[src/hdl/chx_pkg.sv]
// chx_pkg: shared types, codes and helper functions for the colon-hex body codec.
// No dependencies.
`default_nettype none

package chx_pkg;

    typedef enum logic [1:0] {
        MODE_ESCAPE   = 2'd0,
        MODE_UNESCAPE = 2'd1,
        MODE_ENCODE   = 2'd2,
        MODE_DECODE   = 2'd3
    } mode_t;

    typedef enum logic [2:0] {
        PH_IDLE = 3'b001,
        PH_HIGH = 3'b010,
        PH_LOW  = 3'b100
    } phase_t;

    localparam logic [7:0] CH_COLON = 8'h3a;
    localparam logic [7:0] CH_EQUAL = 8'h3d;
    localparam logic [7:0] CH_COMMA = 8'h2c;
    localparam logic [7:0] CH_LF    = 8'h0a;
    localparam logic [7:0] CH_CR    = 8'h0d;

    // One queued work unit: either a single result or a three-byte ':hh' group.
    typedef struct packed {
        logic       grp;
        logic [7:0] data;
        logic       has_byte;
        logic       malformed;
        logic       last;
    } job_t;

    typedef struct packed {
        logic [7:0] out_byte;
        logic       has_byte;
        logic       run_last;
        logic       msg_end;
        logic       malformed;
    } beat_t;

    typedef struct packed {
        logic       ok;
        logic [3:0] val;
    } hexval_t;

    function automatic logic [7:0] hex_char(input logic [3:0] v);
        logic [7:0] r;
        begin
            if (v < 4'd10) begin
                r = 8'h30 + {4'h0, v};
            end else begin
                r = 8'h57 + {4'h0, v};
            end
            return r;
        end
    endfunction

    function automatic hexval_t hex_val(input logic [7:0] c);
        hexval_t r;
        begin
            r = '0;
            if (c >= 8'h30 && c <= 8'h39) begin
                r.ok  = 1'b1;
                r.val = c[3:0];
            end else if ((c >= 8'h61 && c <= 8'h66) || (c >= 8'h41 && c <= 8'h46)) begin
                r.ok  = 1'b1;
                r.val = c[3:0] + 4'd9;
            end
            return r;
        end
    endfunction

endpackage

`default_nettype wire

[src/hdl/chx_front.sv]
// chx_front: accepts input bytes, holds the mode register and decode state,
// and turns each byte into at most one queued job. Depends on chx_pkg.
`default_nettype none

module chx_front
    import chx_pkg::*;
(
    input  wire logic       aclk,
    input  wire logic       aresetn,
    input  wire logic       cfg_wr_en,
    input  wire logic [1:0] cfg_wr_data,
    input  wire logic       s_valid,
    output logic            s_ready,
    input  wire logic [7:0] s_in_byte,
    input  wire logic       s_in_last,
    input  wire logic       q_ready,
    output logic            q_push,
    output job_t            q_job
);

    mode_t      mode_reg;
    phase_t     phase_reg, phase_next;
    logic [3:0] nib_reg, nib_next;
    logic       drop_reg, drop_next;
    logic       job_valid;
    job_t       job;
    logic       accept;
    logic       strict;
    logic       special;
    hexval_t    hv;

    assign s_ready = q_ready;
    assign accept  = s_valid && s_ready;
    assign strict  = (mode_reg == MODE_DECODE);
    assign hv      = hex_val(s_in_byte);
    assign special = (s_in_byte == CH_COLON) || (s_in_byte == CH_EQUAL) ||
                     (s_in_byte == CH_COMMA) || (s_in_byte == CH_LF) ||
                     (s_in_byte == CH_CR);

    always_comb begin
        job            = '0;
        job.last       = s_in_last;
        job_valid      = 1'b0;
        phase_next     = phase_reg;
        nib_next       = nib_reg;
        drop_next      = drop_reg;
        unique case (mode_reg)
            MODE_ESCAPE: begin
                job_valid    = 1'b1;
                job.grp      = special;
                job.data     = s_in_byte;
                job.has_byte = 1'b1;
            end
            MODE_ENCODE: begin
                job_valid    = 1'b1;
                job.grp      = 1'b1;
                job.data     = s_in_byte;
                job.has_byte = 1'b1;
            end
            default: begin
                if (drop_reg) begin
                    job_valid     = s_in_last;
                    job.malformed = 1'b1;
                end else begin
                    unique case (phase_reg)
                        PH_IDLE: begin
                            if (s_in_byte == CH_COLON) begin
                                if (s_in_last) begin
                                    job_valid     = 1'b1;
                                    job.malformed = 1'b1;
                                    drop_next     = 1'b1;
                                end else begin
                                    phase_next = PH_HIGH;
                                end
                            end else if (strict) begin
                                job_valid     = 1'b1;
                                job.malformed = 1'b1;
                                drop_next     = 1'b1;
                            end else begin
                                job_valid    = 1'b1;
                                job.data     = s_in_byte;
                                job.has_byte = 1'b1;
                            end
                        end
                        PH_HIGH: begin
                            if (!hv.ok || s_in_last) begin
                                job_valid     = 1'b1;
                                job.malformed = 1'b1;
                                drop_next     = 1'b1;
                            end else begin
                                nib_next   = hv.val;
                                phase_next = PH_LOW;
                            end
                        end
                        default: begin
                            if (!hv.ok) begin
                                job_valid     = 1'b1;
                                job.malformed = 1'b1;
                                drop_next     = 1'b1;
                            end else begin
                                phase_next   = PH_IDLE;
                                job_valid    = 1'b1;
                                job.data     = {nib_reg, hv.val};
                                job.has_byte = 1'b1;
                            end
                        end
                    endcase
                end
            end
        endcase
        if (s_in_last) begin
            phase_next = PH_IDLE;
            nib_next   = 4'h0;
            drop_next  = 1'b0;
        end
    end

    assign q_push = accept && job_valid;
    assign q_job  = job;

    always_ff @(posedge aclk) begin
        if (!aresetn) begin
            mode_reg  <= MODE_ESCAPE;
            phase_reg <= PH_IDLE;
            nib_reg   <= 4'h0;
            drop_reg  <= 1'b0;
        end else if (cfg_wr_en) begin
            mode_reg  <= mode_t'(cfg_wr_data);
            phase_reg <= PH_IDLE;
            nib_reg   <= 4'h0;
            drop_reg  <= 1'b0;
        end else if (accept) begin
            phase_reg <= phase_next;
            nib_reg   <= nib_next;
            drop_reg  <= drop_next;
        end
    end

endmodule

`default_nettype wire

[src/hdl/chx_fifo.sv]
// chx_fifo: short job queue between front and back.
// Depends on chx_pkg (job_t).
`default_nettype none

module chx_fifo
    import chx_pkg::*;
#(
    parameter int DEPTH = 4
) (
    input  wire logic aclk,
    input  wire logic aresetn,
    input  wire logic push,
    input  wire job_t push_job,
    output logic      not_full,
    input  wire logic pop,
    output logic      not_empty,
    output job_t      head_job
);

    localparam int IW = (DEPTH > 1) ? $clog2(DEPTH) : 1;
    localparam int CW = $clog2(DEPTH + 1);
    localparam logic [IW-1:0] LAST_IDX = IW'(DEPTH - 1);

    job_t          mem [DEPTH];
    logic [IW-1:0] wr_ptr_reg, rd_ptr_reg;
    logic [CW-1:0] count_reg;
    logic          do_push, do_pop;

    assign not_full  = (count_reg != CW'(DEPTH));
    assign not_empty = (count_reg != '0);
    assign do_push   = push && not_full;
    assign do_pop    = pop && not_empty;
    assign head_job  = mem[rd_ptr_reg];

    always_ff @(posedge aclk) begin
        if (do_push) begin
            mem[wr_ptr_reg] <= push_job;
        end
    end

    always_ff @(posedge aclk) begin
        if (!aresetn) begin
            wr_ptr_reg <= '0;
            rd_ptr_reg <= '0;
            count_reg  <= '0;
        end else begin
            if (do_push) begin
                wr_ptr_reg <= (wr_ptr_reg == LAST_IDX) ? '0 : wr_ptr_reg + 1'b1;
            end
            if (do_pop) begin
                rd_ptr_reg <= (rd_ptr_reg == LAST_IDX) ? '0 : rd_ptr_reg + 1'b1;
            end
            if (do_push && !do_pop) begin
                count_reg <= count_reg + 1'b1;
            end else if (do_pop && !do_push) begin
                count_reg <= count_reg - 1'b1;
            end
        end
    end

endmodule

`default_nettype wire

[src/hdl/chx_back.sv]
// chx_back: expands queued jobs into result beats through an output register,
// one per cycle while m_ready allows. Depends on chx_pkg.
`default_nettype none

module chx_back
    import chx_pkg::*;
(
    input  wire logic aclk,
    input  wire logic aresetn,
    input  wire logic q_valid,
    input  wire job_t q_job,
    output logic      q_pop,
    output logic      m_valid,
    input  wire logic m_ready,
    output beat_t     m_beat
);

    logic       out_valid_reg;
    beat_t      out_beat_reg;
    logic       act_reg;
    job_t       job_reg;
    logic [1:0] idx_reg;
    logic       adv;
    job_t       sel_job;
    logic [1:0] sel_idx;
    beat_t      beat;

    assign adv     = !out_valid_reg || m_ready;
    assign q_pop   = adv && !act_reg && q_valid;
    assign sel_job = act_reg ? job_reg : q_job;
    assign sel_idx = act_reg ? idx_reg : 2'd0;

    always_comb begin
        beat = '0;
        if (!sel_job.grp) begin
            beat.out_byte  = sel_job.data;
            beat.has_byte  = sel_job.has_byte;
            beat.malformed = sel_job.malformed;
            beat.run_last  = 1'b1;
            beat.msg_end   = sel_job.last;
        end else begin
            beat.has_byte = 1'b1;
            case (sel_idx)
                2'd0:    beat.out_byte = CH_COLON;
                2'd1:    beat.out_byte = hex_char(sel_job.data[7:4]);
                default: begin
                    beat.out_byte = hex_char(sel_job.data[3:0]);
                    beat.run_last = 1'b1;
                    beat.msg_end  = sel_job.last;
                end
            endcase
        end
    end

    always_ff @(posedge aclk) begin
        if (adv) begin
            out_beat_reg <= beat;
        end
        if (q_pop) begin
            job_reg <= q_job;
        end
    end

    always_ff @(posedge aclk) begin
        if (!aresetn) begin
            out_valid_reg <= 1'b0;
            act_reg       <= 1'b0;
            idx_reg       <= 2'd0;
        end else if (adv) begin
            if (act_reg) begin
                out_valid_reg <= 1'b1;
                if (idx_reg == 2'd2) begin
                    act_reg <= 1'b0;
                end
                idx_reg <= idx_reg + 2'd1;
            end else if (q_valid) begin
                out_valid_reg <= 1'b1;
                act_reg       <= q_job.grp;
                idx_reg       <= 2'd1;
            end else begin
                out_valid_reg <= 1'b0;
            end
        end
    end

    assign m_valid = out_valid_reg;
    assign m_beat  = out_beat_reg;

endmodule

`default_nettype wire

[src/hdl/colon_hex_body_codec.sv]
// colon_hex_body_codec: top level of the colon-hex escape/encode/decode codec.
// Depends on chx_pkg, chx_front, chx_fifo, chx_back.
//
//   channel | direction | handshake          | payload
//   s_      | in        | s_valid / s_ready  | s_in_byte, s_in_last
//   m_      | out       | m_valid / m_ready  | m_out_byte, m_has_byte, m_run_last,
//           |           |                    | m_msg_end, m_malformed
//   cfg_    | in        | cfg_wr_en          | cfg_wr_data (codec_mode)
//
// One result per cycle from the back end's output register while not stalled.
// An escaped or hex-encoded byte gives three results (':hh'), any other byte one;
// decode modes take 1 input per cycle if the FIFO has room; the back end sets the rate.
// Reset: mode escape, decode state, queue and output valid cleared.
// m_ready low holds the output; input keeps flowing until the FIFO_DEPTH queue fills.
`default_nettype none

module colon_hex_body_codec
    import chx_pkg::*;
#(
    parameter int FIFO_DEPTH = 4
) (
    input  wire logic       aclk,
    input  wire logic       aresetn,
    input  wire logic       cfg_wr_en,
    input  wire logic [1:0] cfg_wr_data,
    input  wire logic       s_valid,
    output logic            s_ready,
    input  wire logic [7:0] s_in_byte,
    input  wire logic       s_in_last,
    output logic            m_valid,
    input  wire logic       m_ready,
    output logic [7:0]      m_out_byte,
    output logic            m_has_byte,
    output logic            m_run_last,
    output logic            m_msg_end,
    output logic            m_malformed
);

    logic  q_push, q_not_full, q_pop, q_not_empty;
    job_t  push_job, head_job;
    beat_t beat;

    chx_front u_front (
        .aclk        (aclk),
        .aresetn     (aresetn),
        .cfg_wr_en   (cfg_wr_en),
        .cfg_wr_data (cfg_wr_data),
        .s_valid     (s_valid),
        .s_ready     (s_ready),
        .s_in_byte   (s_in_byte),
        .s_in_last   (s_in_last),
        .q_ready     (q_not_full),
        .q_push      (q_push),
        .q_job       (push_job)
    );

    chx_fifo #(
        .DEPTH (FIFO_DEPTH)
    ) u_fifo (
        .aclk      (aclk),
        .aresetn   (aresetn),
        .push      (q_push),
        .push_job  (push_job),
        .not_full  (q_not_full),
        .pop       (q_pop),
        .not_empty (q_not_empty),
        .head_job  (head_job)
    );

    chx_back u_back (
        .aclk    (aclk),
        .aresetn (aresetn),
        .q_valid (q_not_empty),
        .q_job   (head_job),
        .q_pop   (q_pop),
        .m_valid (m_valid),
        .m_ready (m_ready),
        .m_beat  (beat)
    );

    assign m_out_byte  = beat.out_byte;
    assign m_has_byte  = beat.has_byte;
    assign m_run_last  = beat.run_last;
    assign m_msg_end   = beat.msg_end;
    assign m_malformed = beat.malformed;

endmodule

`default_nettype wire

[config.mk]
export PLATFORM = sky130hd
export DESIGN_NAME = colon_hex_body_codec
export DESIGN_NICKNAME = d
export VERILOG_FILES = /design/src/hdl/chx_pkg.sv /design/src/hdl/chx_front.sv /design/src/hdl/chx_fifo.sv /design/src/hdl/chx_back.sv /design/src/hdl/colon_hex_body_codec.sv
export SDC_FILE = /design/constraint.sdc
export NUM_CORES = 1
export LEC_CHECK = 0
export ABC_AREA = 1
export BUFFER_PORTS_ARGS = -buffer_cell sky130_fd_sc_hd__buf_2
export CORE_ASPECT_RATIO = 1.25
export CORE_MARGIN = 5
export CORE_UTILIZATION = 26
export CTS_CLUSTER_SIZE = 28
export DETAILED_ROUTE_END_ITERATION = 7
export PLACE_DENSITY = 0.48
export RECOVER_POWER = 25
export SYNTH_ARGS = -nofsm -noshare
export SYNTH_HDL_FRONTEND = slang
export SYNTH_HIERARCHICAL = 1
export SYNTH_SLANG_ARGS = --single-unit
[constraint.sdc]
create_clock -name aclk -period 3.36 [get_ports aclk]
set_input_delay 0 -clock aclk [delete_from_list [all_inputs] [get_ports aclk]]
set_output_delay 0 -clock aclk [all_outputs]
set_load 0.05 [all_outputs]
---- After elaboration in Yosys (flattened, before gate mapping) ----
Memories as Yosys holds them, arrays and structs flattened. A register that Yosys moved wholly into a read port is not among the register bits.
Index checks and enable logic that the tools add are counted.
operators by class
  eq/ne operators ......................... 19
  reduce and logical (&&, ||, !) cells .... 37
  magnitude comparators ................... 8
  muxes and demuxes ....................... 60
  add/sub/neg operators ................... 10
  bitwise logic cells ..................... 1
operators by type and width
  cell                                                                count
  2-to-1 mux 9 bit                                                    5
  == test 8 x 6 -> 1 bit (second input constant)                      3
  2-to-1 mux 3 bit                                                    8
  2-to-1 mux 1 bit                                                    21
  2-to-1 mux 4 bit                                                    5
  one-hot mux 9 bit (2 select lines)                                  1
  adder 7 x 4 -> 8 bit (first input constant)                         2
  == test 8 x 4 -> 1 bit (second input constant)                      2
  greater-or-equal comparator 8 x 7 -> 1 bit (second input constant)  2
  <= comparator 8 x 7 -> 1 bit (second input constant)                2
  2-to-1 mux 2 bit                                                    8
  2-to-1 mux 8 bit                                                    2
  one-hot mux 8 bit (2 select lines)                                  1
  adder 6 x 4 -> 7 bit (first input constant)                         2
  2-to-1 mux 12 bit                                                   1
  logical AND 1 bit                                                   11
  2-to-1 mux 11 bit                                                   1
  == test 2 bit (second input constant)                               5
  2-to-1 mux 5 bit                                                    2
  greater-or-equal comparator 8 x 6 -> 1 bit (second input constant)  1
  <= comparator 8 x 6 -> 1 bit (second input constant)                1
  less-than comparator 4 bit (second input constant)                  2
  one-hot mux 1 bit (2 select lines)                                  4
  logical OR 1 bit                                                    7
  other kinds (22)                                                    36
word-level totals
  memories ................................ 1
  bits in writable memories ............... 48
  register bits after elaboration ......... 45
  output and inout bits ................... 14
  logic and storage cells ................. 156
memories
  memory      depth  bits a word  rd ports  clocked after Yosys merged registers in  wr ports  RTL line        source
  u_fifo.mem  4      12           1         1                                        1         chx_fifo.sv:24  job_t mem [DEPTH];

---- Longest topological paths before layout ----
Gate-level depths: netlist of run 1.
  word-level depth ........................ 17
  gate-level depth with buffers ........... 22
  depth with buffers taken out ............ 22

---- Hierarchy ----
Netlist of run 1, hierarchy kept.
modules (own cells, without submodules)
  module     cells an instance  instances  area each (um2)
  chx_fifo   186                1          2279.7
  chx_back   185                1          1483.9
  chx_front  183                1          1119.8

---- Least setup slack after synthesis of run 1 ----
OpenSTA, ideal clock, no wires.
  path type ............................... reg-to-reg
  from .................................... register u_back.out_valid_reg (netlist: u_back/m_valid)
  to ...................................... register u_fifo.count_reg[1]
  data required time ...................... 3.244 ns
  slack ................................... 0.516 ns
  period minus slack after synthesis ...... 2.844 ns
  arrival ................................. 2.728 ns
  path buffers ............................ 0
  library setup time ...................... 0.116 ns
  stages on the path, launching flop included .. 10
  cell sequence ........................... dfxtp_1 -> inv_1 -> nor2_1 -> nor3_1 -> nand2_2 -> ha_1 -> inv_1 -> fa_1 -> o21ai_0 -> nor2_1
between the ends
  longest elaborated chain between the ends .. 8
  elaborated cells between the ends (all ways) .. 10
ends and longest elaborated chain
  item                                                    RTL line                    source
  from (decl)                                             chx_back.sv:18              logic out_valid_reg;
  from (signal assigned)                                  chx_back.sv:66              out_valid_reg <= 1'b0;
  from (signal assigned)                                  chx_back.sv:71              out_valid_reg <= 1'b1;
  from (signal assigned)                                  chx_back.sv:77              out_valid_reg <= 1'b1;
  logical NOT 1 bit *                                     chx_back.sv:28              assign adv = !out_valid_reg || m_ready;
  logical OR 1 bit *                                      chx_back.sv:28
  logical AND 1 bit * (2 in series)                       chx_back.sv:29              assign q_pop = adv && !act_reg && q_valid;
  via q_pop                                               colon_hex_body_codec.sv:39  logic q_push, q_not_full, q_pop, q_not_empty;
  logical AND 1 bit *                                     chx_fifo.sv:32              assign do_pop = pop && not_empty;
  logical NOT 1 bit                                       chx_fifo.sv:53              if (do_push && !do_pop) begin
  logical AND 1 bit                                       chx_fifo.sv:53
  2-to-1 mux 3 bit or nonzero test 2 bit (tied branches)  --
  to (signal assigned)                                    chx_fifo.sv:54              count_reg <= count_reg + 1'b1;
  to (signal assigned)                                    chx_fifo.sv:56              count_reg <= count_reg - 1'b1;
  to (decl)                                               chx_fifo.sv:26              logic [CW-1:0] count_reg;
The timed path passes the listed nets; every way through them passes the cells marked *.
A chain may end at the register's enable or synchronous reset.

---- Worst setup path after layout of run 1 ----
  from .................................... register u_fifo.count_reg[0]
  to ...................................... register u_fifo.count_reg[1]
between the ends
  elaborated cells between the ends (all ways) .. 16
RTL lines
  item                                                    RTL line                    source
  nonzero test 3 bit *                                    chx_fifo.sv:30              assign not_empty = (count_reg != '0);
  via q_not_empty                                         colon_hex_body_codec.sv:39
  logical AND 1 bit *                                     chx_back.sv:29
  via q_pop                                               colon_hex_body_codec.sv:39
  logical AND 1 bit *                                     chx_fifo.sv:32
  logical NOT 1 bit                                       chx_fifo.sv:53
  logical AND 1 bit                                       chx_fifo.sv:53
  2-to-1 mux 3 bit or nonzero test 2 bit (tied branches)  --
The timed path passes the listed nets; every way through them passes the cells marked *. The select of a mux whose other input is x is not followed.

==> summary.txt, run 1 <==
Logic synthesis
  • Ys async rst share: 0%
  • Mapped Cells: 554
  • Number of flops mapped to enable cells by yosys: 72
  • Seq/Total Area, Yosys: 53.7%
  • Proportion of synthesized area in mux cells: 0.205%
  • Mapped Area: 4880 µm²
  • Post-synth top area share: 44.3%
  • Unique cell type count in the Yosys netlist: 38
  • Simple-gate share of the synthesized area: 23.6%
  • Most instantiated cells after synthesis: nand2_1, inv_1, edfxtp_1, nor2_1, o21ai_0
  • Cell taking the most area after synthesis: edfxtp_1
  • Cells taking the most area after synthesis: edfxtp_1, nand2_1, dfxtp_1
  • Post-synthesis compound-gate area fraction: 10.6%
  • Adder-cell share of the synthesized area: 3.74%
  • XOR/XNOR share of the synthesized area: 0%
  • #FFs+latches synth: 95
  • Post-synth top flop: edfxtp_1
  • Post-Syn Nets: 584
  • Synth warn: 6
  • Top-count cell post-synth: nand2_1
  • Largest family of logic cells by synthesized area: simple AND/OR/NAND/NOR gates
  • Synthesized area per cell: 8.81 µm²

Critical path
  • Worst Path Buf+Inv: 3
  • Crit Path Category: flip-flop to flip-flop
  • Crit path capture type: flip-flop
  • Delay of the slowest critical-path stage: 620 ps
  • Worst-path fanout max: 14
  • Worst Setup Start Kind: flip-flop
  • CP top delay family: buffers and inverters
  • Slowest stage cell, crit path: clkbuf_1
  • Crit-path cells: nor2_1 -> nand2_1 -> inv_1 -> nor3_2 -> clkbuf_1 -> nand2_2 -> ha_1 -> inv_1 -> fa_1 -> o21ai_0 -> nor2_1
  • CP required: 3600 ps
  • Critical Path AT: 2930 ps

Finish
  • Nets: 627
  • Final Util: 30.3%
  • Area growth syn-to-layout: 15.7%
  • Share of layout cells above drive strength 1: 11.3%
  • Fin area: 5650 µm²
  • Antenna Cells: 0
  • Max FFs per register: 48

Timing
  • Setup TNS: 0 ps
  • Unrepaired setup endpoints after global routing: false
  • Crit path time final: 2690 ps
  • # setup viols final: 0
  • Top achievable clock speed: 0.372 GHz
  • Max_slew headroom: 46.9%
  • Worst clock skew: 7.13 ps
  • Part of the cycle the worst path needs: 80.1%
  • Least-Margin Pin Slew: 797 ps
  • Max Transition Viols Final: 0
  • Endpoints failing hold: 0

Global route
  • Number of global-route vias before repair: 3765
  • Largest net degree at the start of global routing: 25
  • First-pass GRT wire length: 18.0 mm
  • Grt total ovfl: 0
  • Tot GR Track Use: 10.3%
  • Initial antenna violation count: 0

Floorplan
  • Starting density of the core: 26.2%
  • Die footprint: 21600 µm²
  • CORE AREA: 18600 µm²
  • Die Height: 163 µm
  • Top Ports: 30
  • Row cnt: 56
  • Die Wd: 133 µm

Route
  • Total iterations of the first detailed-routing run: 5
  • ANT nets after route: 0
  • Vias post-DR: 3719
  • Vias per cell: 4.46
  • DRC errors left: 0
  • Routed len/inst: 12.7 µm
  • WL final: 10.6 mm
  • DRT iter0 DRCs: 231

Outcome
  • Outcome: finished clean

Placement
  • Routability congestion estimate: 0.889
  • Port-buffer cells: 29
  • Dpl hpwl: 7.97 mm
  • Placed Area: 5300 µm²

CTS
  • Clock Tree Root: clkbuf_16
  • Clock latency on the worst-skew pair: 340 ps
  • CTS tree: yes
  • CTS buffer count: 9
  • CTS clock-pin slew for the worst setup and hold paths: 70 ps
  • Clk sinks: 95
  • Post-CTS sizing: 0
  • H-tree level count: 3
  • Maximum clock path buffer count: 2

Power and ir drop
  • Pleak: 2.38 nW
  • VDD IR max: 0.274 mV
  • PD cells: 851 nW/µm²

Job
  • Max cap viols: 0

Min path
  • Path category of the worst min-delay check: primary input to flip-flop
-- cells by family (layout without fill, tap and decap cells) --
logic type,Yosys count,in the layout
flip-flops,95,95
buffers and inverters,93,141
multiplexers,1,1
AO/OA/AOI/OAI,95,95
AND/OR/NAND/NOR,256,256
adder cells (fa/ha/maj),14,14
-- area by class of cell --
type                       instances  area [µm²]
clock buffer                       9         225
clock inverter                     7        82.6
fill                            1972       13000
inverter                          80         300
multi-input combinational        366        1870
sequential                        95        2620
tap                              232         290
timing repair buffer              45         259
-- timing repair --
item	4_1_cts	5_1_grt
hold buffers	7	0
hold endpoints to repair	9	0
setup buffers	0	0
-- worst register-to-register path: stages (launching register included) --
cell      delay, ps
dfxtp_1         380
nor2_1           90
nand2_1         130
inv_1            80
nor3_2          140
clkbuf_1        620
nand2_2         200
ha_1            250
inv_1            90
fa_1            400
o21ai_0         160
nor2_1           50
-- path summary, 6_finish.rpt --
check	startpoint	depth (start not counted)	end	slack, ps
setup / recovery	u_fifo/count_reg[0]	11	u_fifo/count_reg[1]	670
hold reg to reg	u_front/nib_reg[2]	2	u_front/nib_reg[2]	470
setup reg to reg	u_fifo/count_reg[0]	11	u_fifo/count_reg[1]	670
hold / removal	aresetn	3	u_fifo/wr_ptr_reg[0]	8
-- power breakdown --
| part | switching [W] | internal (W) | leakage (nW) |
|---|---|---|---|
| Clock | 0.000457 | 0.000586 | 0.144 |
| Combinational | 0.00142 | 0.000547 | 1.37 |
| Sequential | 0.000122 | 0.00167 | 0.867 |
-- cells in the final DEF, fill, tap and decap left out, types with 3 or more instances in the layout --
master	synthesis	routed
a21oi_1	21	21
buf_2	4	13
buf_4	5	8
clkbuf_1	1	17
clkbuf_16	0	9
clkinv_4	0	3
dfxtp_1	23	23
dlygate4sd3_1	0	7
edfxtp_1	72	72
ha_1	13	13
inv_1	75	76
inv_2	4	3
nand2_1	136	136
nand2_2	9	9
nand2_4	3	3
nand3_1	21	21
nand3_2	4	4
nand4_1	10	10
nor2_1	58	58
nor2_2	4	4
o21ai_0	32	38
o21ai_1	22	16
o22ai_1	12	12
-- per-layer routing --
layer	up-vias	wire length [µm]	track usage (%)	share of wire [%]
met4	0	223	4.91	2.1
met1	1723	4640	11.8	44
met3	13	387	2.56	3.7
li1	1922	-	-	-
met2	61	5320	18.0	50
met5	-	0	0	0
-- metrics by stage --
| step | power [W] | worst slack, ps | std cells | hold WS (ps) |
|---|---|---|---|---|
| after CTS | 0.00491 | 858 | 834 | 4.19 |
| after global routing | 0.00524 | 428 | 834 | 23.9 |
| after global placement | 0.00381 | 820 | 811 | 233 |
| final | 0.00481 | 670 | 834 | 7.65 |
| after detailed placement | 0.00385 | 692 | 811 | 236 |
| after floorplan | 0.00338 | 516 | 554 | 120 |
No activity file was read; power rests on OpenSTA's default activity.
==> inputs of run 2 (changes only) <==
--- a/config.mk
+++ b/config.mk
@@ -12,7 +12,7 @@
 export CORE_UTILIZATION = 26
 export CTS_CLUSTER_SIZE = 28
 export DETAILED_ROUTE_END_ITERATION = 7
-export PLACE_DENSITY = 0.48
+export PLACE_DENSITY = 0.49
 export RECOVER_POWER = 25
 export SYNTH_ARGS = -nofsm -noshare
 export SYNTH_HDL_FRONTEND = slang
==> constraint.sdc (replaced) <==
create_clock -name aclk -period 2.2 [get_ports aclk]
set_input_delay 0 -clock aclk [delete_from_list [all_inputs] [get_ports aclk]]
set_output_delay 0 -clock aclk [all_outputs]
set_load 0.05 [all_outputs]
==> summary.txt, run 2 (synthesis results as in run 1) <==
Outcome
  • Outcome: finished clean (unchanged)

Critical path
  • R2R cell count: 20 (was 11)
  • Crit path launch: u_front/phase_reg[1] (was u_fifo/count_reg[0])
  • R2R Setup Slk: 90 ps (was 670 ps)
  • Reg2reg end: u_fifo/count_reg[2] (was u_fifo/count_reg[1])
  • Worst-path fanout max: 4 (was 14)
  • Crit Path Category: flip-flop to flip-flop (unchanged)
  • Setup crit end: u_fifo/count_reg[2] (was u_fifo/count_reg[1])
  • RR Startpoint: u_front/phase_reg[1] (was u_fifo/count_reg[0])
  • Worst Setup Start Kind: flip-flop (unchanged)
  • Crit path capture type: flip-flop (unchanged)
  • CP required: 2450 ps (was 3600 ps)
  • Critical Path AT: 2360 ps (was 2930 ps)

Route
  • DRC errors left: 0 (unchanged)
  • Routed len/inst: 12.1 µm (was 12.7 µm)
  • WL final: 10.8 mm (was 10.6 mm)
  • Metal2 WL: 5.53 mm (was 5.32 mm)
  • Vias post-DR: 3917 (was 3719)
  • ANT nets after route: 0 (unchanged)
  • Wl on met1: 4.60 mm (was 4.64 mm)
  • Met3 Wirelength: 410 µm (was 387 µm)
  • Total iterations of the first detailed-routing run: 6 (was 5)
  • Vias per cell: 4.39 (was 4.46)
  • DRT iter0 DRCs: 166 (was 231)
  • Max layer used: met4 (unchanged)

Timing
  • Part of the cycle the worst path needs: 95.9% (was 80.1%)
  • Max_slew headroom: 59.1% (was 46.9%)
  • Max Transition Viols Final: 0 (unchanged)
  • Unrepaired setup endpoints after global routing: true (was false)
  • Least-Margin Pin Slew: 616 ps (was 797 ps)
  • Top achievable clock speed: 0.474 GHz (was 0.372 GHz)
  • # setup viols final: 0 (unchanged)
  • Crit path time final: 2110 ps (was 2690 ps)
  • Worst clock skew: 10.5 ps (was 7.13 ps)
  • Endpoints failing hold: 0 (unchanged)

Floorplan
  • Die footprint: 21600 µm² (unchanged)
  • Die Height: 163 µm (unchanged)
  • CORE AREA: 18600 µm² (unchanged)
  • Top Ports: 30 (unchanged)
  • Row cnt: 56 (unchanged)
  • Die Wd: 133 µm (unchanged)
  • Starting density of the core: 26.2% (unchanged)

Min path
  • Path category of the worst min-delay check: primary input to flip-flop (unchanged)

Power and ir drop
  • Internal power: 0.00492 W (was 0.00281 W)
  • Switching share of power: 39.2% (was 41.6%)
  • Net Switching: 0.00317 W (was 0.00200 W)
  • PD cells: 1310 nW/µm² (was 851 nW/µm²)
  • Seq pwr share: 34.0% (was 37.4%)
  • Gate power share: 46.7% (was 41.0%)
  • Pleak: 2.68 nW (was 2.38 nW)
  • VDD IR max: 0.448 mV (was 0.274 mV)
  • Clock share of power: 19.3% (was 21.7%)

CTS
  • Maximum clock path buffer count: 2 (unchanged)
  • CTS clock-pin slew for the worst setup and hold paths: 70 ps (about the same)
  • Clk sinks: 95 (unchanged)
  • CTS tree: yes (unchanged)
  • CTS buffer count: 9 (unchanged)
  • H-tree level count: 3 (unchanged)
  • Clock latency on the worst-skew pair: 350 ps (was 340 ps)
  • Clock Tree Root: clkbuf_16 (unchanged)

Global route
  • First-pass GRT wire length: 17.9 mm (was 18.0 mm)
  • Initial antenna violation count: 0 (unchanged)
  • Grt total ovfl: 0 (unchanged)
  • Tot GR Track Use: 10.2% (was 10.3%)
  • Largest net degree at the start of global routing: 17 (was 25)
  • Number of global-route vias before repair: 3871 (was 3765)

Finish
  • Max FFs per register: 48 (unchanged)
  • Share of layout cells above drive strength 1: 22.1% (was 11.3%)
  • Most common cell after layout, fill and taps aside: nand2_1 (unchanged)
  • Final Util: 33.2% (was 30.3%)
  • Most frequent cells in the layout: nand2_1, edfxtp_1, inv_1 (was nand2_1, inv_1, edfxtp_1)
  • Post-route insts no fill: 893 (was 834)
  • Antenna Cells: 0 (unchanged)
  • Nets: 686 (was 627)
  • Area growth syn-to-layout: 26.7% (was 15.7%)

Placement
  • Port-buffer cells: 29 (unchanged)
  • Routability congestion estimate: 0.881 (was 0.889)
  • Dpl hpwl: 8.32 mm (was 7.97 mm)
  • DP Cell Count: 865 (was 811)

Job
  • Max cap viols: 0 (unchanged)
[run 2: cell types whose count changed in the layout (fill, tap and decap cells not counted), moves of 4 or more]
cell,before,now
dfxtp_1,23,19
o21ai_1,16,20
buf_12,0,4
inv_2,3,11
o21ai_0,38,33
inv_1,76,67
buf_4,8,60
[run 2: worst min path at each step]
stage,cells after the start,slack (ps),to,startpoint
floorplan,2,120,u_fifo/wr_ptr_reg[0],aresetn
global placement,3,240,u_front/mode_reg[1],cfg_wr_data[1]
detailed placement,3,250,u_front/mode_reg[1],cfg_wr_data[1]
CTS,4,80,u_front/drop_reg,s_valid
global route,3,150,u_fifo/mem[1][5],s_in_byte[2]
finish,4,100,u_front/drop_reg,s_valid
[run 2: final cells by class]
class / count / area (µm²)
fill: 1960 / 12500
sequential: 95 / 2630
multi-input combinational: 366 / 1910
timing repair buffer: 104 / 754
inverter: 80 / 303
tap: 232 / 290
clock buffer: 13 / 250
clock inverter: 3 / 42.5
[run 2: timing repair]
item	4_1_cts	5_1_grt
resized for setup	4	21
pin swaps	1	12
buffers inserted	0	4
endpoints found under the setup margin	1	9
endpoints found under the hold margin	11	0
hold buffers	8	0
[run 2: per-stage QoR]
step | area [µm²] | setup WS (ps) | hold slack (ps) | TNS, ps | power (W)
global placement | 5760 | -15.8 | 236 | -15.8 | 0.00644
floorplan | 4900 | 22.9 | 120 | 0 | 0.00519
global route | 6190 | -43.8 | 150 | -73.1 | 0.00875
detailed placement | 5760 | -95.7 | 246 | -137 | 0.00652
CTS | 6140 | 28.5 | 77.0 | 0 | 0.00812
finish | 6190 | 90.5 | 97.2 | 0 | 0.00809
[run 2: critical path, cell delays in order (launching register included)]
cell     delay [ps]
dfxtp_2         330
inv_2            80
nand3_4         110
inv_2            80
nand2_2          50
inv_2            50
nor2_1           40
nand2_1          60
nand2_1          60
a21oi_2         150
nand2_2          70
inv_2            70
ha_4            150
inv_4            40
fa_2            380
inv_2            60
nand2_2          50
nand3_1          60
nand2_1          50
inv_1            40
nor2_1           30
[run 2: power groups by stage]
stage / logic, W / registers (W) / clock network [W]
floorplan: 0.00206 / 0.00313 / 0
global placement: 0.00367 / 0.00277 / 0
detailed placement: 0.00374 / 0.00278 / 0
CTS: 0.00376 / 0.00275 / 0.00161
global route: 0.00427 / 0.00280 / 0.00168
finish: 0.00378 / 0.00275 / 0.00156
[run 2: metal layers]
layer | vias up | track usage [%]
li1 | 2040 | -
met1 | 1793 | 11.4
met2 | 62 | 18.3
met3 | 22 | 2.53
met4 | 0 | 4.68
met5 | - | 0
==> inputs of run 3 (changes only) <==
--- a/config.mk
+++ b/config.mk
@@ -8,11 +8,10 @@
 export ABC_AREA = 1
 export BUFFER_PORTS_ARGS = -buffer_cell sky130_fd_sc_hd__buf_2
 export CORE_ASPECT_RATIO = 1.25
-export CORE_MARGIN = 5
-export CORE_UTILIZATION = 26
+export CORE_UTILIZATION = 54
 export CTS_CLUSTER_SIZE = 28
 export DETAILED_ROUTE_END_ITERATION = 7
-export PLACE_DENSITY = 0.49
+export PLACE_DENSITY = 0.82
 export RECOVER_POWER = 25
 export SYNTH_ARGS = -nofsm -noshare
 export SYNTH_HDL_FRONTEND = slang
==> summary.txt, run 3 (synthesis results as in run 1) <==
Outcome
  • Outcome: finished clean (unchanged)

Finish
  • Storage cell area: 2630 µm² (about the same)
  • Most frequent cells in the layout: nand2_1, edfxtp_1, inv_1 (unchanged)
  • Most common cell after layout, fill and taps aside: nand2_1 (unchanged)
  • Area of the multi-input gates: 1910 µm² (about the same)
  • Max FFs per register: 48 (unchanged)
  • Post-route insts no fill: 760 (was 893)
  • Share of layout cells above drive strength 1: 19.5% (was 22.1%)
  • Nets: 665 (was 686)
  • Area growth syn-to-layout: 17.7% (was 26.7%)
  • Final Util: 65.7% (was 33.2%)
  • Antenna Cells: 0 (unchanged)
  • # fillers: 726 (was 1960)

Route
  • Total iterations of the first detailed-routing run: 5 (was 6)
  • Vias per cell: 5.21 (was 4.39)
  • Routed len/inst: 13.2 µm (was 12.1 µm)
  • DRT iter0 DRCs: 260 (was 166)
  • ANT nets after route: 0 (unchanged)
  • DRC errors left: 0 (unchanged)
  • Vias post-DR: 3962 (was 3917)
  • WL final: 10.0 mm (was 10.8 mm)

Placement
  • Port-buffer cells: 29 (unchanged)
  • Routability congestion estimate: 0.953 (was 0.881)
  • DP Cell Count: 732 (was 865)
  • Dpl hpwl: 7.53 mm (was 8.32 mm)

Floorplan
  • Die footprint: 9430 µm² (was 21600 µm²)
  • Row cnt: 38 (was 56)
  • Die Height: 108 µm (was 163 µm)
  • Top Ports: 30 (unchanged)
  • Starting density of the core: 55.8% (was 26.2%)
  • Die Wd: 87.1 µm (was 133 µm)
  • CORE AREA: 8750 µm² (was 18600 µm²)

Critical path
  • Slowest stage cell, crit path: fa_2 (unchanged)
  • Crit path launch: u_front/phase_reg[1] (unchanged)
  • CP required: 2470 ps (was 2450 ps)
  • RR Startpoint: u_front/phase_reg[1] (unchanged)
  • Critical Path AT: 2420 ps (was 2360 ps)
  • Crit Path Category: flip-flop to flip-flop (unchanged)
  • Delay of the slowest critical-path stage: 380 ps (about the same)
  • Worst Setup Start Kind: flip-flop (unchanged)
  • Crit path capture type: flip-flop (unchanged)
  • CP dominant cell by count: inv_2 (unchanged)
  • Crit-path cells: inv_2 -> nand3_4 -> inv_2 -> nand2_2 -> inv_2 -> nor2_1 -> nand2_1 -> nand2_1 -> a21oi_2 -> nand2_2 -> inv_2 -> ha_4 -> inv_2 -> fa_2 -> nand2_2 -> nand4_1 -> nand2_1 -> nor2_1 (was inv_2 -> nand3_4 -> inv_2 -> nand2_2 -> inv_2 -> nor2_1 -> nand2_1 -> nand2_1 -> a21oi_2 -> nand2_2 -> inv_2 -> ha_4 -> inv_4 -> fa_2 -> inv_2 -> nand2_2 -> nand3_1 -> nand2_1 -> inv_1 -> nor2_1)
  • Worst-path fanout max: 4 (unchanged)

CTS
  • CTS tree: yes (unchanged)
  • Clk sinks: 95 (unchanged)
  • H-tree level count: 3 (unchanged)
  • Clock latency on the worst-skew pair: 360 ps (was 350 ps)
  • CTS clock-pin slew for the worst setup and hold paths: 100 ps (was 70 ps)
  • CTS buffer count: 9 (unchanged)
  • Maximum clock path buffer count: 2 (unchanged)
  • Clock Tree Root: clkbuf_8 (was clkbuf_16)

Timing
  • # setup viols final: 0 (unchanged)
  • Unrepaired setup endpoints after global routing: true (unchanged)
  • Crit path time final: 2150 ps (was 2110 ps)
  • Max Transition Viols Final: 0 (unchanged)
  • Worst clock skew: 17.3 ps (was 10.5 ps)
  • Endpoints failing hold: 0 (unchanged)
  • Least-Margin Pin Slew: 600 ps (was 616 ps)
  • Top achievable clock speed: 0.465 GHz (was 0.474 GHz)
  • Max_slew headroom: 60.1% (was 59.1%)
  • Part of the cycle the worst path needs: 97.8% (was 95.9%)

Min path
  • Min-delay src: s_in_byte[2] (was s_valid)
  • Path category of the worst min-delay check: primary input to flip-flop (unchanged)

Power and ir drop
  • Pleak: 2.52 nW (was 2.68 nW)
  • PD cells: 1290 nW/µm² (was 1310 nW/µm²)
  • VDD IR max: 0.448 mV (about the same)

Job
  • Max cap viols: 0 (unchanged)

Global route
  • First-pass GRT wire length: 16.1 mm (was 17.9 mm)
  • Number of global-route vias before repair: 3895 (was 3871)
  • Tot GR Track Use: 22.5% (was 10.2%)
  • Largest net degree at the start of global routing: 20 (was 17)
  • Initial antenna violation count: 0 (unchanged)
  • Grt total ovfl: 0 (unchanged)
run 3: changes by cell type in the layout (fill, tap and decap cells not counted), moves of 4 or more:
cell       change
buf_12         -4
buf_4         -19
clkbuf_16      -9
clkbuf_8       +8
run 3: layout make-up:
class / instances / share of cell area [%]
tap: 120 / 2.61
multi-input combinational: 366 / 33.3
inverter: 80 / 5.22
clock inverter: 7 / 1.37
sequential: 95 / 45.8
clock buffer: 9 / 2.15
timing repair buffer: 83 / 9.58
run 3: routing by layer:
metal	share of wire, %	global-route usage (%)
met5	0	0
met4	4.2	15.5
met3	3.5	3.89
met2	55	42.5
met1	38	21.7
run 3: critical path, delay by kind of cell (launching register included):
kind	cells	cell delay, ps
simple gates	10	710
fa+ha+maj	2	520
flops	1	340
buf+inv	5	320
compound gates	1	160
run 3: metrics by stage:
| stage | hold WS, ps | setup TNS (ps) | total power, W | area [µm²] | setup WS [ps] |
|---|---|---|---|---|---|
| 2_1_floorplan | 120 | 0 | 0.00519 | 4900 | 22.9 |
| 3_3_place_gp | 230 | 0 | 0.00602 | 5410 | 15.0 |
| 3_5_place_dp | 238 | -110 | 0.00617 | 5410 | -101 |
| 4_1_cts | 82.9 | 0 | 0.00734 | 5710 | 2.65 |
| 5_1_grt | 131 | -123 | 0.00795 | 5750 | -71.7 |
| 6_report | 114 | 0 | 0.00740 | 5750 | 49.4 |
run 3: worst paths after layout:
| path | endpoint | cells past startpoint | slack, ps |
|---|---|---|---|
| worst max-delay path | u_fifo/count_reg[2] | 18 | 50 |
| worst min-delay path | u_fifo/mem[3][5] | 3 | 110 |
| worst max register to register | u_fifo/count_reg[2] | 18 | 50 |
| worst min register to register | u_front/nib_reg[0] | 2 | 480 |
run 3: timing repair:
| action | 4_1_cts | 5_1_grt |
|---|---|---|
| endpoints found under the hold margin | 19 | 0 |
| setup endpoints to repair | 1 | 6 |
| resized for setup | 5 | 19 |
| buffers inserted | 0 | 3 |
| hold buffers | 9 | 0 |
| pin swaps | 2 | 9 |
run 3: power by group:
group          total (W)  switching [W]  internal (W)
clock            0.00115       0.000615      0.000539
sequential       0.00274       0.000185       0.00256
combinational    0.00351        0.00230       0.00121
